## config.mk

```make
export PLATFORM = sky130hd
export DESIGN_NAME = m2u_fifo
export DESIGN_NICKNAME = d
export VERILOG_FILES = /design/src/m2u_fifo.sv
export SDC_FILE = /design/constraint.sdc
export NUM_CORES = 1
export LEC_CHECK = 0
export BUFFER_PORTS_ARGS = -buffer_cell sky130_fd_sc_hd__buf_2
export CAP_MARGIN = 20
export CORE_MARGIN = 3
export CORE_UTILIZATION = 55
export DETAILED_ROUTE_END_ITERATION = 10
export PLACE_DENSITY_LB_ADDON = 0.1
export SYNTH_ARGS = -nofsm -noshare
export SYNTH_HDL_FRONTEND = slang
export SYNTH_SLANG_ARGS = --single-unit
```

## constraint.sdc

```tcl
create_clock -name clk -period 3.05 [get_ports clk]
set_input_delay 0.915 -clock clk [delete_from_list [all_inputs] [get_ports clk]]
set_output_delay 0.915 -clock clk [all_outputs]
set_load 0.02 [all_outputs]
```

## src/m2u_fifo.sv

```systemverilog
// Small register queue used between front and back and on the result side.
module m2u_fifo #(
	parameter type T     = logic [7:0],
	parameter int  DEPTH = 4
) (
	input  logic                       clk,
	input  logic                       arst_n,
	input  logic                       push,
	input  T                           din,
	output logic                       full,
	input  logic                       pop,
	output T                           dout,
	output logic                       empty,
	output logic [$clog2(DEPTH+1)-1:0] count
);

	localparam int AW = (DEPTH > 1) ? $clog2(DEPTH) : 1;
	localparam int CW = $clog2(DEPTH + 1);

	T                entry_q [DEPTH];
	logic [AW-1:0]   wr_ptr_q;
	logic [AW-1:0]   rd_ptr_q;
	logic [CW-1:0]   count_q;
	logic            do_push;
	logic            do_pop;

	assign full    = (count_q == CW'(DEPTH));
	assign empty   = (count_q == '0);
	assign count   = count_q;
	assign do_push = push && !full;
	assign do_pop  = pop && !empty;
	assign dout    = entry_q[rd_ptr_q];

	// Storage
	always_ff @(posedge clk) begin
		if (do_push) begin
			entry_q[wr_ptr_q] <= din;
		end
	end

	// Pointers and fill count
	always_ff @(posedge clk or negedge arst_n) begin
		if (!arst_n) begin
			wr_ptr_q <= '0;
			rd_ptr_q <= '0;
			count_q  <= '0;
		end else begin
			if (do_push) begin
				wr_ptr_q <= (wr_ptr_q == AW'(DEPTH - 1)) ? '0 : wr_ptr_q + 1'b1;
			end
			if (do_pop) begin
				rd_ptr_q <= (rd_ptr_q == AW'(DEPTH - 1)) ? '0 : rd_ptr_q + 1'b1;
			end
			case ({do_push, do_pop})
				2'b10:   count_q <= count_q + 1'b1;
				2'b01:   count_q <= count_q - 1'b1;
				default: count_q <= count_q;
			endcase
		end
	end

`ifndef NO_ASSERTIONS
	a_count_bound: assert property (@(posedge clk) disable iff (!arst_n)
		count_q <= CW'(DEPTH))
		else $error("queue count beyond depth");
	a_push_only_grows: assert property (@(posedge clk) disable iff (!arst_n)
		(do_push && !do_pop) |=> (count_q == $past(count_q) + 1'b1))
		else $error("queue count did not grow on push");
`endif

endmodule

```

-- Word-level counts from Yosys, hierarchy flattened
Memories as Yosys holds them, arrays and structs flattened.
Cells that the tools add are included.
- bits in registers: 7
- RAM bits: 32
- logic and storage cells: 24
- memories kept: 1
- memories (name ; words ; bits a word ; rd ports ; clocked after Yosys merged registers in ; write ports ; RTL line ; RTL):
    entry_q ; 4 ; 8 ; 1 ; 0 ; 1 ; 20 ; T entry_q [DEPTH];
- $add $sub $neg: 4
- equality and inequality tests: 5
- muxes and demuxes: 5
- reductions and logical operators: 6
- operator list (kind ; number):
    $eq A2 B2 Y1 const B ; 3
    $pmux W3 S2 ; 1
    $add A2 B1 Y2 const B ; 2
    $mux W2 ; 2
    $add A3 B1 Y3 const B ; 1
    $eq A3 B3 Y1 const B ; 1
    $logic_not A3 Y1 ; 1
    $sub A3 B1 Y3 const B ; 1
    $eq A2 B1 Y1 const B ; 1
    $logic_and A1 B1 Y1 ; 2
    $logic_not A1 Y1 ; 2
    $mux W1 ; 2
    $reduce_bool A2 Y1 ; 1

-- Depth between registers and ports, before layout
- depth after elaboration: 5
- gate-level depth with buffers: 9
- mapped depth without buffers: 9

-- Least setup slack after synthesis
Ideal clock, no wire load.
- kind: reg2reg
- from: reg count_q[0], in the netlist count[0]
- to: reg count_q[2], in the netlist count[2]
- setup time: 0.132 ns
- data arrival time: 2.069 ns
- slack: 0.848 ns
- cell stages (with the launch flop): 10
- path buffers: 0
- cells stage by stage: dfrtp_1 -> nor3_1 -> nand2b_1 -> inv_1 -> ha_1 -> inv_1 -> fa_1 -> xor2_1 -> nor2_1 -> xor2_1
- cells in the longest elaborated chain, start to end: 5
- elaborated cells on any way between the ends: 12
- RTL lines (what ; RTL line ; RTL):
    start: declaration ; 23 ; logic [CW-1:0] count_q;
    start signal: assignment ; 55 ; 2'b10: count_q <= count_q + 1'b1;
    start signal: assignment ; 56 ; 2'b01: count_q <= count_q - 1'b1;
    start signal: assignment ; 57 ; default: count_q <= count_q;
    $logic_not A3 Y1 (*) ; 28 ; assign empty = (count_q == '0);
    net empty ; 13 ; output logic empty,
    $logic_not A1 Y1 (*) ; 31 ; assign do_pop = pop && !empty;
    $logic_and A1 B1 Y1 (*) ; 31 ;
    net do_pop ; 25 ; logic do_pop;
    $eq A2 B1 Y1 or $eq A2 B2 Y1 (tied branches) ; 54 ; case ({do_push, do_pop})
    $pmux W3 S2 or $reduce_bool A2 Y1 (tied branches) ; -- ;
Mark *: on every way through the listed nets, which the timed path passes. The rest lies on a longest branch.
A chain may end at the register's enable or synchronous reset.

==> metrics.txt <==
status complete, no violations; Vias 779; CTS Hold Bufs 0; Mapped Nets 102; #FFs+latches synth 39; H-tree levels 2; Leakage 0.729 nW; global route total overflow 0; relative slew slack 62.4%; RSZ-0062 raised after global routing false; worst setup path start rd_ptr_q[0]; Fillers 192; Die ar. 0.00362 mm^2; drt pass-1 iters 4; hpwl dp 1610 um; crit path DAT 1790 ps; final max-slew violation count 0; post-CTS sizing 0; fin crit period 2700 ps; Syn Std Cell Area 0.00161 mm^2; PwrDens 957 mW/mm^2; layout net count 131; largest net degree at the start of global routing 13; Worst-Margin Slew 563 ps; peak supply drop 0.000707 V; postcts setup bufs 0; Post-Route WL 2270 um; fin util 65.3%; CTS root buf clkbuf_4; Seq/Total Area, Yosys 70.5%; Fin. Hold Viols 0; CP startpoint kind flop; core area 0.00278 mm^2; Total Negative Setup Slacks 0 ps; CP required 2130 ps; Worst R2R Start count[0]; Worst-path clk slew 120 ps; cells after synthesis 83; number of global-route vias before repair 768; Synth cell types 19; Clock Tree Buf Depth 2; DP Worst Slack 667 ps; post-route ant nets 0; wire per inst 15.8 um; CP endpoint kind output pin; Ant. Diodes 0; Yosys Warn Count 0; port bufs 24; FMAX 370 MHz; final worst-path cycle share 88.6%; Ports 25; sequential cell area 0.00114 mm^2; multi-input logic area 437 um^2; Via density 5.41; num rows 19; die height 60.1 um; Starting Density 57.9%; CTS sink cnt 39; Hold WC Path Type primary input to async pin; initial DRC count 39; total clock buffers created by CTS 5; setup violators final 0; Avg Inst Size Synth 19.4 um^2; crit path kind flop to output pin; drc violations 0; worst setup margin 348 ps; Area Growth Syn to Fin 12.7%; layout cells sized above 1 43.4%; clk_lat worst skew 330 ps; GP Congestion 0.634; initial antenna violation count 0; CTS tree built; Crit Path Max Fanout 11; first-pass GRT wire length 3550 um; DIE WIDTH 60.1 um; maxcap violations 0; Worst Clk Skew 14.3 ps; GRT Total Usage 14.5%
worst paths after layout:
check,slack (ps),depth (start not counted),to
min in group clk,520,1,count[2]
hold / removal,390,1,wr_ptr_q[1]
setup / recovery,350,2,dout[3]
hold reg to reg,520,1,count[2]
setup reg to reg,840,9,count[2]
max in group asynchronous,2500,1,rd_ptr_q[0]
stage by stage:
stage          instance area, um^2  total power, W  hold slack, ps  cells
2_1_floorplan                 1610         0.00133             535     83
3_3_place_gp                  1760         0.00149             503    136
3_5_place_dp                  1760         0.00152             509    136
4_1_cts                       1820         0.00176             375    144
5_1_grt                       1820         0.00186             353    144
6_report                      1820         0.00174             388    144
kinds of logic (layout without fill, tap and decap cells):
group                      after synthesis  count (layout)  synth area share, %
muxes                                   13              13                 15.1
adders and majority gates                7               7                 5.90
xor gates and xnor gates                 3               3                 1.63
and+or+nand+nor                         11              11                 4.50
buffers and inverters                   10              40                 2.41
DFF                                     39              39                 70.5
flip-flops by register name, summed over array words and instances, names as in the netlist:
name      count
rd_ptr_q      2
entry_q      32
wr_ptr_q      2
count         3
Yosys cell counts (all sizes together):
library cell  number  share of area (%)
inv                8                1.9
ha                 6                4.7
or3b               1               0.70
edfxtp            32                 60
mux2               4                3.3
nand2b             1               0.39
mux2i              1               0.62
nor2               3               0.70
mux4               8                 11
and3               4                1.9
fa                 1                1.2
xnor2              1               0.54
xor2               2                1.1
nor3               1               0.31
buf                2               0.54
dfrtp              7                 11
and2               1               0.54
critical path, stage by stage (launching register included):
cell and delay, ps:
dfrtp_1 720, mux4_2 570, buf_2 170
where the power goes:
| group | internal (W) | total (W) | switching (W) |
|---|---|---|---|
| clock | 0.0000891 | 0.000249 | 0.000160 |
| sequential | 0.000720 | 0.000837 | 0.000117 |
| combinational | 0.000318 | 0.000651 | 0.000334 |
routing by layer:
metal | up-vias | routed length (um) | GRT usage, %
met4 | 0 | 27 | 6.65
met2 | 22 | 1080 | 22.5
met5 | - | 0 | 0
met3 | 4 | 131 | 6.70
met1 | 384 | 1030 | 17.3
li1 | 369 | - | -
placed cells by master, fill, tap and decap left out, drive strengths merged:
cell type | synthesis | routed
and2 | 1 | 1
and3 | 4 | 4
buf | 2 | 24
clkbuf | 0 | 6
clkinv | 0 | 1
clkinvlp | 0 | 1
dfrtp | 7 | 7
edfxtp | 32 | 32
fa | 1 | 1
ha | 6 | 6
inv | 8 | 8
mux2 | 4 | 4
mux2i | 1 | 1
mux4 | 8 | 8
nand2b | 1 | 1
nor2 | 3 | 3
nor3 | 1 | 1
or3b | 1 | 1
xnor2 | 1 | 1
xor2 | 2 | 2
layout make-up:
type | instances | area share [%]
Inverter | 8 | 1.65
Clock buffer | 6 | 2.27
Sequential cell | 39 | 62.6
Timing Repair Buffer | 24 | 6.62
Tap cell | 31 | 2.14
Clock inverter | 2 | 0.689
Multi-Input combinational cell | 34 | 24.1
Power figures use the tool's default switching activity.
