$ cat src/m2u_pkg.sv
// Shared types and codes for the multi-encoding to UTF-16 decoder.
package m2u_pkg;

	// Mode register codes
	localparam logic [2:0] MODE_UTF16LE = 3'd0;
	localparam logic [2:0] MODE_UTF8    = 3'd1;
	localparam logic [2:0] MODE_BIG5    = 3'd2;
	localparam logic [2:0] MODE_GBK     = 3'd3;
	localparam logic [2:0] MODE_JIS     = 3'd4;

	// Input command codes
	localparam logic CMD_DECODE = 1'b0;
	localparam logic CMD_LOAD   = 1'b1;

	// Width of the conversion table load address field
	localparam int LOAD_AW = 14;

	// What the back part does with a classified item
	typedef enum logic [1:0] {
		OP_DIRECT,
		OP_TABLE,
		OP_LOAD
	} op_kind_t;

	// Classified item passed from front to back
	typedef struct packed {
		op_kind_t             kind;
		logic [15:0]          code;
		logic [1:0]           consumed;
		logic                 valid;
		logic [6:0]           row;
		logic [7:0]           col;
		logic [7:0]           width;
		logic [LOAD_AW-1:0]   load_address;
		logic [15:0]          load_word;
	} op_t;

	// Result transaction
	typedef struct packed {
		logic [15:0] code;
		logic [1:0]  consumed;
		logic        from_table;
		logic        code_valid;
	} res_t;

endpackage

$ cat src/m2u_front.sv
// Front part: classifies an input item by command and mode into a direct result, a table lookup or a load.
module m2u_front (
	input  logic                        [2:0] mode,
	input  logic                              cmd,
	input  logic                        [7:0] first_byte,
	input  logic                        [7:0] second_byte,
	input  logic                        [7:0] third_byte,
	input  logic  [m2u_pkg::LOAD_AW-1:0]      load_address,
	input  logic                       [15:0] load_word,
	output m2u_pkg::op_t                      op
);

	// Row widths of the double-byte schemes
	localparam logic [7:0] WIDTH_BIG5 = 8'd157;
	localparam logic [7:0] WIDTH_GBK  = 8'd94;
	localparam logic [7:0] WIDTH_JIS  = 8'd188;

	logic       dbcs;
	logic       hit;
	logic [7:0] row8;
	logic [7:0] col;
	logic [7:0] width;

	// Row, column and width for the double-byte modes
	always_comb begin
		dbcs  = 1'b0;
		hit   = 1'b0;
		row8  = '0;
		col   = '0;
		width = '0;
		unique case (mode) inside
			m2u_pkg::MODE_BIG5, m2u_pkg::MODE_JIS: begin
				dbcs  = 1'b1;
				width = (mode == m2u_pkg::MODE_BIG5) ? WIDTH_BIG5 : WIDTH_JIS;
				if (first_byte >= 8'hA1 && first_byte <= 8'hC6) begin
					row8 = first_byte - 8'hA1;
					hit  = 1'b1;
				end else if (first_byte >= 8'hC9 && first_byte <= 8'hF9) begin
					row8 = first_byte - 8'hA3;
					hit  = 1'b1;
				end
				if (second_byte >= 8'h40 && second_byte <= 8'h7E) begin
					col = second_byte - 8'h40;
				end else if (second_byte >= 8'hA1 && second_byte <= 8'hFE) begin
					col = second_byte - 8'h62;
				end
			end
			m2u_pkg::MODE_GBK: begin
				dbcs  = 1'b1;
				width = WIDTH_GBK;
				if (first_byte >= 8'hA1 && first_byte <= 8'hA9) begin
					row8 = first_byte - 8'hA1;
					hit  = 1'b1;
				end else if (first_byte >= 8'hB0 && first_byte <= 8'hF7) begin
					row8 = first_byte - 8'hA6;
					hit  = 1'b1;
				end
				if (second_byte >= 8'hA1 && second_byte <= 8'hFE) begin
					col = second_byte - 8'hA1;
				end
			end
			default: begin
				dbcs = 1'b0;
			end
		endcase
	end

	// Classification
	always_comb begin
		op              = '0;
		op.kind         = m2u_pkg::OP_DIRECT;
		op.consumed     = 2'd2;
		op.valid        = 1'b1;
		op.row          = row8[6:0];
		op.col          = col;
		op.width        = width;
		op.load_address = load_address;
		op.load_word    = load_word;
		if (cmd == m2u_pkg::CMD_LOAD) begin
			op.kind = m2u_pkg::OP_LOAD;
		end else if (dbcs) begin
			if (hit) begin
				op.kind = m2u_pkg::OP_TABLE;
			end else if (first_byte < 8'h80) begin
				op.code     = {8'h00, first_byte};
				op.consumed = 2'd1;
			end else begin
				op.valid = 1'b0;
			end
		end else begin
			unique case (mode)
				m2u_pkg::MODE_UTF16LE: begin
					op.code = {second_byte, first_byte};
				end
				m2u_pkg::MODE_UTF8: begin
					if (first_byte < 8'h80) begin
						op.code     = {8'h00, first_byte};
						op.consumed = 2'd1;
					end else if (first_byte[5]) begin
						op.code     = {first_byte[3:0], second_byte[5:0], third_byte[5:0]};
						op.consumed = 2'd3;
					end else begin
						op.code = {5'b0, first_byte[4:0], second_byte[5:0]};
					end
				end
				default: begin
					op.valid = 1'b0;
				end
			endcase
		end
	end

endmodule

$ cat config.mk
export PLATFORM = sky130hd
export DESIGN_NAME = m2u_front
export DESIGN_NICKNAME = d
export VERILOG_FILES = /design/src/m2u_pkg.sv /design/src/m2u_front.sv
export SDC_FILE = /design/constraint.sdc
export NUM_CORES = 1
export LEC_CHECK = 0
export BUFFER_PORTS_ARGS = -buffer_cell sky130_fd_sc_hd__buf_2
export CORE_UTILIZATION = 35
export DETAILED_ROUTE_END_ITERATION = 8
export PLACE_DENSITY = 0.66
export SYNTH_ARGS = -nofsm -noshare
export SYNTH_HDL_FRONTEND = slang
export SYNTH_SLANG_ARGS = --single-unit
$ cat constraint.sdc
create_clock -name vclk -period 2.8
set_input_delay 0.28 -clock vclk [all_inputs]
set_output_delay 0.28 -clock vclk [all_outputs]
set_load 0.01 [all_outputs]
* After elaboration in Yosys (flattened, before gate mapping)
Cells that the tools add are included.
Storage, ports and cells: bits of input ports 58, output and inout port bits 74, register bits after elaboration 0, word-level logic and storage cells 63
Operators by class: equality and inequality tests 4, add/sub/neg operators 6, multiplexer cells 31, reductions and logical operators 10, magnitude comparators 12
Operators by type and width (number):
- 8-bit <= comparator (second input constant) | 5
- 19-bit two-way mux | 2
- 8-bit >= comparator (second input constant) | 4
- 16-bit case mux with 2 select lines | 1
- 8-bit case mux with 2 select lines | 2
- 7-bit two-way mux | 4
- 8-bit two-way mux | 3
- 7-bit by 6-bit subtractor with 7-bit output (second input constant) | 3
- 18-bit two-way mux | 1
- 16-bit two-way mux | 1
- 8-bit by 7-bit subtractor with 8-bit output (second input constant) | 2
- 7-bit case mux with 2 select lines | 1
- 11-bit two-way mux | 1
- 10-bit two-way mux | 1
- 1-bit two-way mux | 9
- 8-bit by 7-bit >= comparator with 1-bit output (second input constant) | 1
- 8-bit by 7-bit <= comparator with 1-bit output (second input constant) | 1
- 8-bit less-than comparator (second input constant) | 1
- 8-bit subtractor (second input constant) | 1
- 3-bit by 2-bit equality test with 1-bit output (second input constant) | 2
- 1-bit logical AND | 6
- 2-bit two-way mux | 3
- 6-bit two-way mux | 1
- 2-bit OR reduction | 2
- other kinds (5) | 5

* Longest topological paths before layout
depth after elaboration 8, depth in mapped cells 9, depth with buffers taken out 8

* Worst setup path after synthesis
OpenSTA, ideal clock, no wires.
path kind input port to output port, from in first_byte[1], to out op[51] (netlist name), setup slack 0.452 ns, arrival time 2.068 ns, stages on the path 8, path buffers 0, path through inv_1 ha_1 o21bai_1 a211oi_4 mux2_4 or3_1 o311ai_1 o31a_1
RTL lines:
- start, declared | line m2u_front.sv:5 | input logic [7:0] first_byte,
- end, declared | line m2u_front.sv:10 | output m2u_pkg::op_t op

==> impl_table.tex <==
\begin{tabular}{lr}
\hline
Metric & Value \\
\hline
\multicolumn{2}{l}{\textbf{Run status}} \\
Result of the run & finished clean \\
\multicolumn{2}{l}{\textbf{Power}} \\
Internal power & between 0.1 and 0.15 mW \\
Worst vdd ir & 0.04626 mV \\
Proportion of total power due to net switching & 59.56\% \\
Clk network pwr share & 0\% \\
Ratio of total power to cell area & 143.8 nW/µm² \\
Leakage power figure & 1.085 nW \\
Sequential cell fraction of total power & 0\% \\
Combinational Power Share & 100.0\% \\
Switch Pwr & $\sim$0.2 mW \\
\multicolumn{2}{l}{\textbf{Die}} \\
Effective utilization at floorplan & 37.15\% \\
Floorplan die area & 6265 µm² \\
Vertical die dimension & 79.15 µm \\
Site row count & 27 \\
Number of top-level pins & 132 \\
Horizontal extent of the die & 79.15 µm \\
Core area & 5608 µm² \\
\multicolumn{2}{l}{\textbf{Worst setup path}} \\
Slowest library cell on the worst path & sky130\_fd\_sc\_hd\_\_or3b\_1 \\
Highest fanout seen on the critical path & 6 \\
Gate family responsible for the most delay along the worst path & simple AND/OR/NAND/NOR gates \\
Startpoint-to-endpoint class of the critical path & primary input to output pin \\
Slowest stage delay, CP & roughly 0.40 ns \\
Top cell by count, worst path & sky130\_fd\_sc\_hd\_\_buf\_2 \\
Buffer and inverter count on the worst path & 3 \\
Worst Setup End Kind & output pin \\
Category of the worst setup path launch point & primary input \\
CP required & 2.52 ns \\
Crit path arrival time & roughly 2.3 ns \\
Depth of the critical timing path with buffers and inverters included & 10 \\
Cell-by-cell trace of the critical path & buf\_2 -> inv\_1 -> ha\_1 -> or3b\_1 -> o2111a\_2 -> or2\_4 -> o21ai\_2 -> xor2\_1 -> o22ai\_1 -> buf\_2 \\
Capturing element of the worst setup path & op[49] \\
Setup crit start & first\_byte[1] \\
\multicolumn{2}{l}{\textbf{Logic synthesis}} \\
Post-synthesis sequential area ratio & 0\% \\
Mean cell area of the mapped netlist & 6.786 µm² \\
Synth Instances & 307 \\
Number of distinct library cells after synthesis & 71 \\
Yosys warning total & 0 \\
Fraction of post-synthesis cell area in the top cell type by area & 12.25\% \\
Biggest area consumer among synthesized cells & sky130\_fd\_sc\_hd\_\_buf\_4 \\
Synthesized netlist net count & 383 \\
Post-synth design cell area & $\sim$2100 µm² \\
Top post-synthesis cells by area & sky130\_fd\_sc\_hd\_\_buf\_4 12\%, sky130\_fd\_sc\_hd\_\_ha\_1 11\%, sky130\_fd\_sc\_hd\_\_nor2\_1 7.6\% \\
\multicolumn{2}{l}{\textbf{Route}} \\
Vias after detailed routing & 2413 \\
DRC violations left & 0 \\
Total length of routed wires & 6799 µm \\
Initial detailed-routing violation count & 288 \\
Average routed wire per standard cell & approximately 16 µm \\
Antenna-violating nets left & 0 \\
Post-detailed-route via-to-cell ratio & roughly 5.8 \\
First-pass DRT Iterations & 4 \\
\multicolumn{2}{l}{\textbf{GRT}} \\
Antenna violations before repair & 0 \\
GRT overflow & 0 \\
Global-route total usage across every layer & 20.87\% \\
Number of global-route vias before repair & 2235 \\
Wire length of the first global-routing pass & between 10000 and 15000 µm \\
Largest net degree at the start of global routing & 17 \\
\multicolumn{2}{l}{\textbf{Final layout}} \\
Post-layout utilization of the core & 41.39\% \\
Number of filler cells placed in the layout & 624 \\
Area growth, synth to finish & 11.41\% \\
Count of flip-flops and latches & 0 \\
Area used by sequential logic in the layout & 0 µm² \\
Number of nets in the layout & 422 \\
Antenna cell count & 0 \\
Commonest cells after routing, fill and taps aside & 70 x sky130\_fd\_sc\_hd\_\_buf\_2, 42 x sky130\_fd\_sc\_hd\_\_nor2\_1, 22 x sky130\_fd\_sc\_hd\_\_nand2\_1 \\
Multi-input combinational cell area & 1678 µm² \\
Clock buffers & 0 \\
Fraction of layout cells with a size suffix above 1 & between 30\% and 40\% \\
Most common cell after layout, fill and taps aside & sky130\_fd\_sc\_hd\_\_buf\_2 \\
\multicolumn{2}{l}{\textbf{STA}} \\
Measured slew at the worst slew-check pin & about 0.56 ns \\
Final critical-path share of the clock period & 93.71\% \\
Slew Limit Fails & 0 \\
Final worst path period need & 2.624 ns \\
Setup repair after global routing missed its margin & false \\
Max Clk Rate & 381.1 MHz \\
Final-report hold violation count & 0 \\
Final Setup Violations & 0 \\
Sum of negative setup slack & 0 ns \\
Slew headroom & between 60 and 70\% \\
\multicolumn{2}{l}{\textbf{Clocking}} \\
Number of buffers inserted by hold repair at cts & 0 \\
Post-CTS repair timing setup buffer count & 0 \\
Number of instances resized during post-cts repair & 0 \\
\multicolumn{2}{l}{\textbf{Place}} \\
Final Wtd Congestion & 0.8748 \\
Port Buffers & 70 \\
Dpl hpwl & 5323 µm \\
\multicolumn{2}{l}{\textbf{Hold path}} \\
HP Class & primary input to output pin \\
\multicolumn{2}{l}{\textbf{Flow run}} \\
MaxCap Viol Count & 0 \\
\hline
\end{tabular}
power groups by stage:
stage	sequential, mW	clock, mW	combinational (mW)
3_5_place_dp	0	0	0.329
6_report	0	0	0.334
2_1_floorplan	0	0	0.256
3_3_place_gp	0	0	0.324
4_1_cts	0	0	0.330
5_1_grt	0	0	0.365
final cells by class:
cell class,instances,share of cell area (%)
multi-input cells,240,72.29
repair buffers,90,21.56
inverters,14,2.264
well taps,72,3.881
cells by family after synthesis:
group	count (synthesis)	synth area share (%)
AO/OA/AOI/OAI	94	33.93
multiplexers	8	4.925
AND/OR/NAND/NOR	109	26.25
adder cells (fa/ha/maj)	18	10.81
XOR/XNOR	11	4.625
buffers and inverters	67	19.46
metal layers:
| layer | up-vias | global-route usage [%] | wire (µm) |
|---|---|---|---|
| li1 | 1155 | - | - |
| met1 | 1133 | 29.27 | 3157 |
| met2 | 109 | 35.00 | 3056 |
| met3 | 16 | 0.3448 | 450 |
| met4 | 0 | 5.273 | 134 |
| met5 | - | 0 | 0 |
through the flow:
stage	hold slack, ns	total power, mW	instance area (µm²)	std cells	setup WS (ns)
4_1_cts	0.5601	0.3304	2321	416	0.1780
3_3_place_gp	0.5601	0.3243	2321	416	0.2065
3_5_place_dp	0.5601	0.3289	2321	416	0.1921
6_report	0.5600	0.3338	2321	416	0.1762
5_1_grt	0.5600	0.3648	2321	416	0.05172
2_1_floorplan	0.6367	0.2560	2083	307	0.4522
cell usage after synthesis, drive strengths merged, types with 2 or more instances:
master   number
a21oi        11
nor3          5
a2111oi       2
nand4         2
and2          5
or3           3
o2111a        2
a2bb2oi       2
a21boi        2
nor2         42
o221ai        2
or3b          3
nand3         7
nand2b        5
xor2          5
nand4b        2
nor3b         2
o211a         2
inv          13
o211ai        3
o22ai         7
a31oi         4
a22oi        19
xnor2         6
mux2          5
nand2        22
ha           18
o21a          2
buf          41
clkbuf       12
mux2i         3
o21ai        20
or2           4
o311ai        2
worst min-delay path by stage:
stage,end,start,cells past startpoint
floorplan,op[63],cmd,1
global placement,op[1],load_word[1],0
detailed placement,op[1],load_word[1],0
CTS,op[1],load_word[1],0
global route,op[11],load_word[11],0
finish,op[0],load_word[0],0
Power figures use the tool's default switching activity.
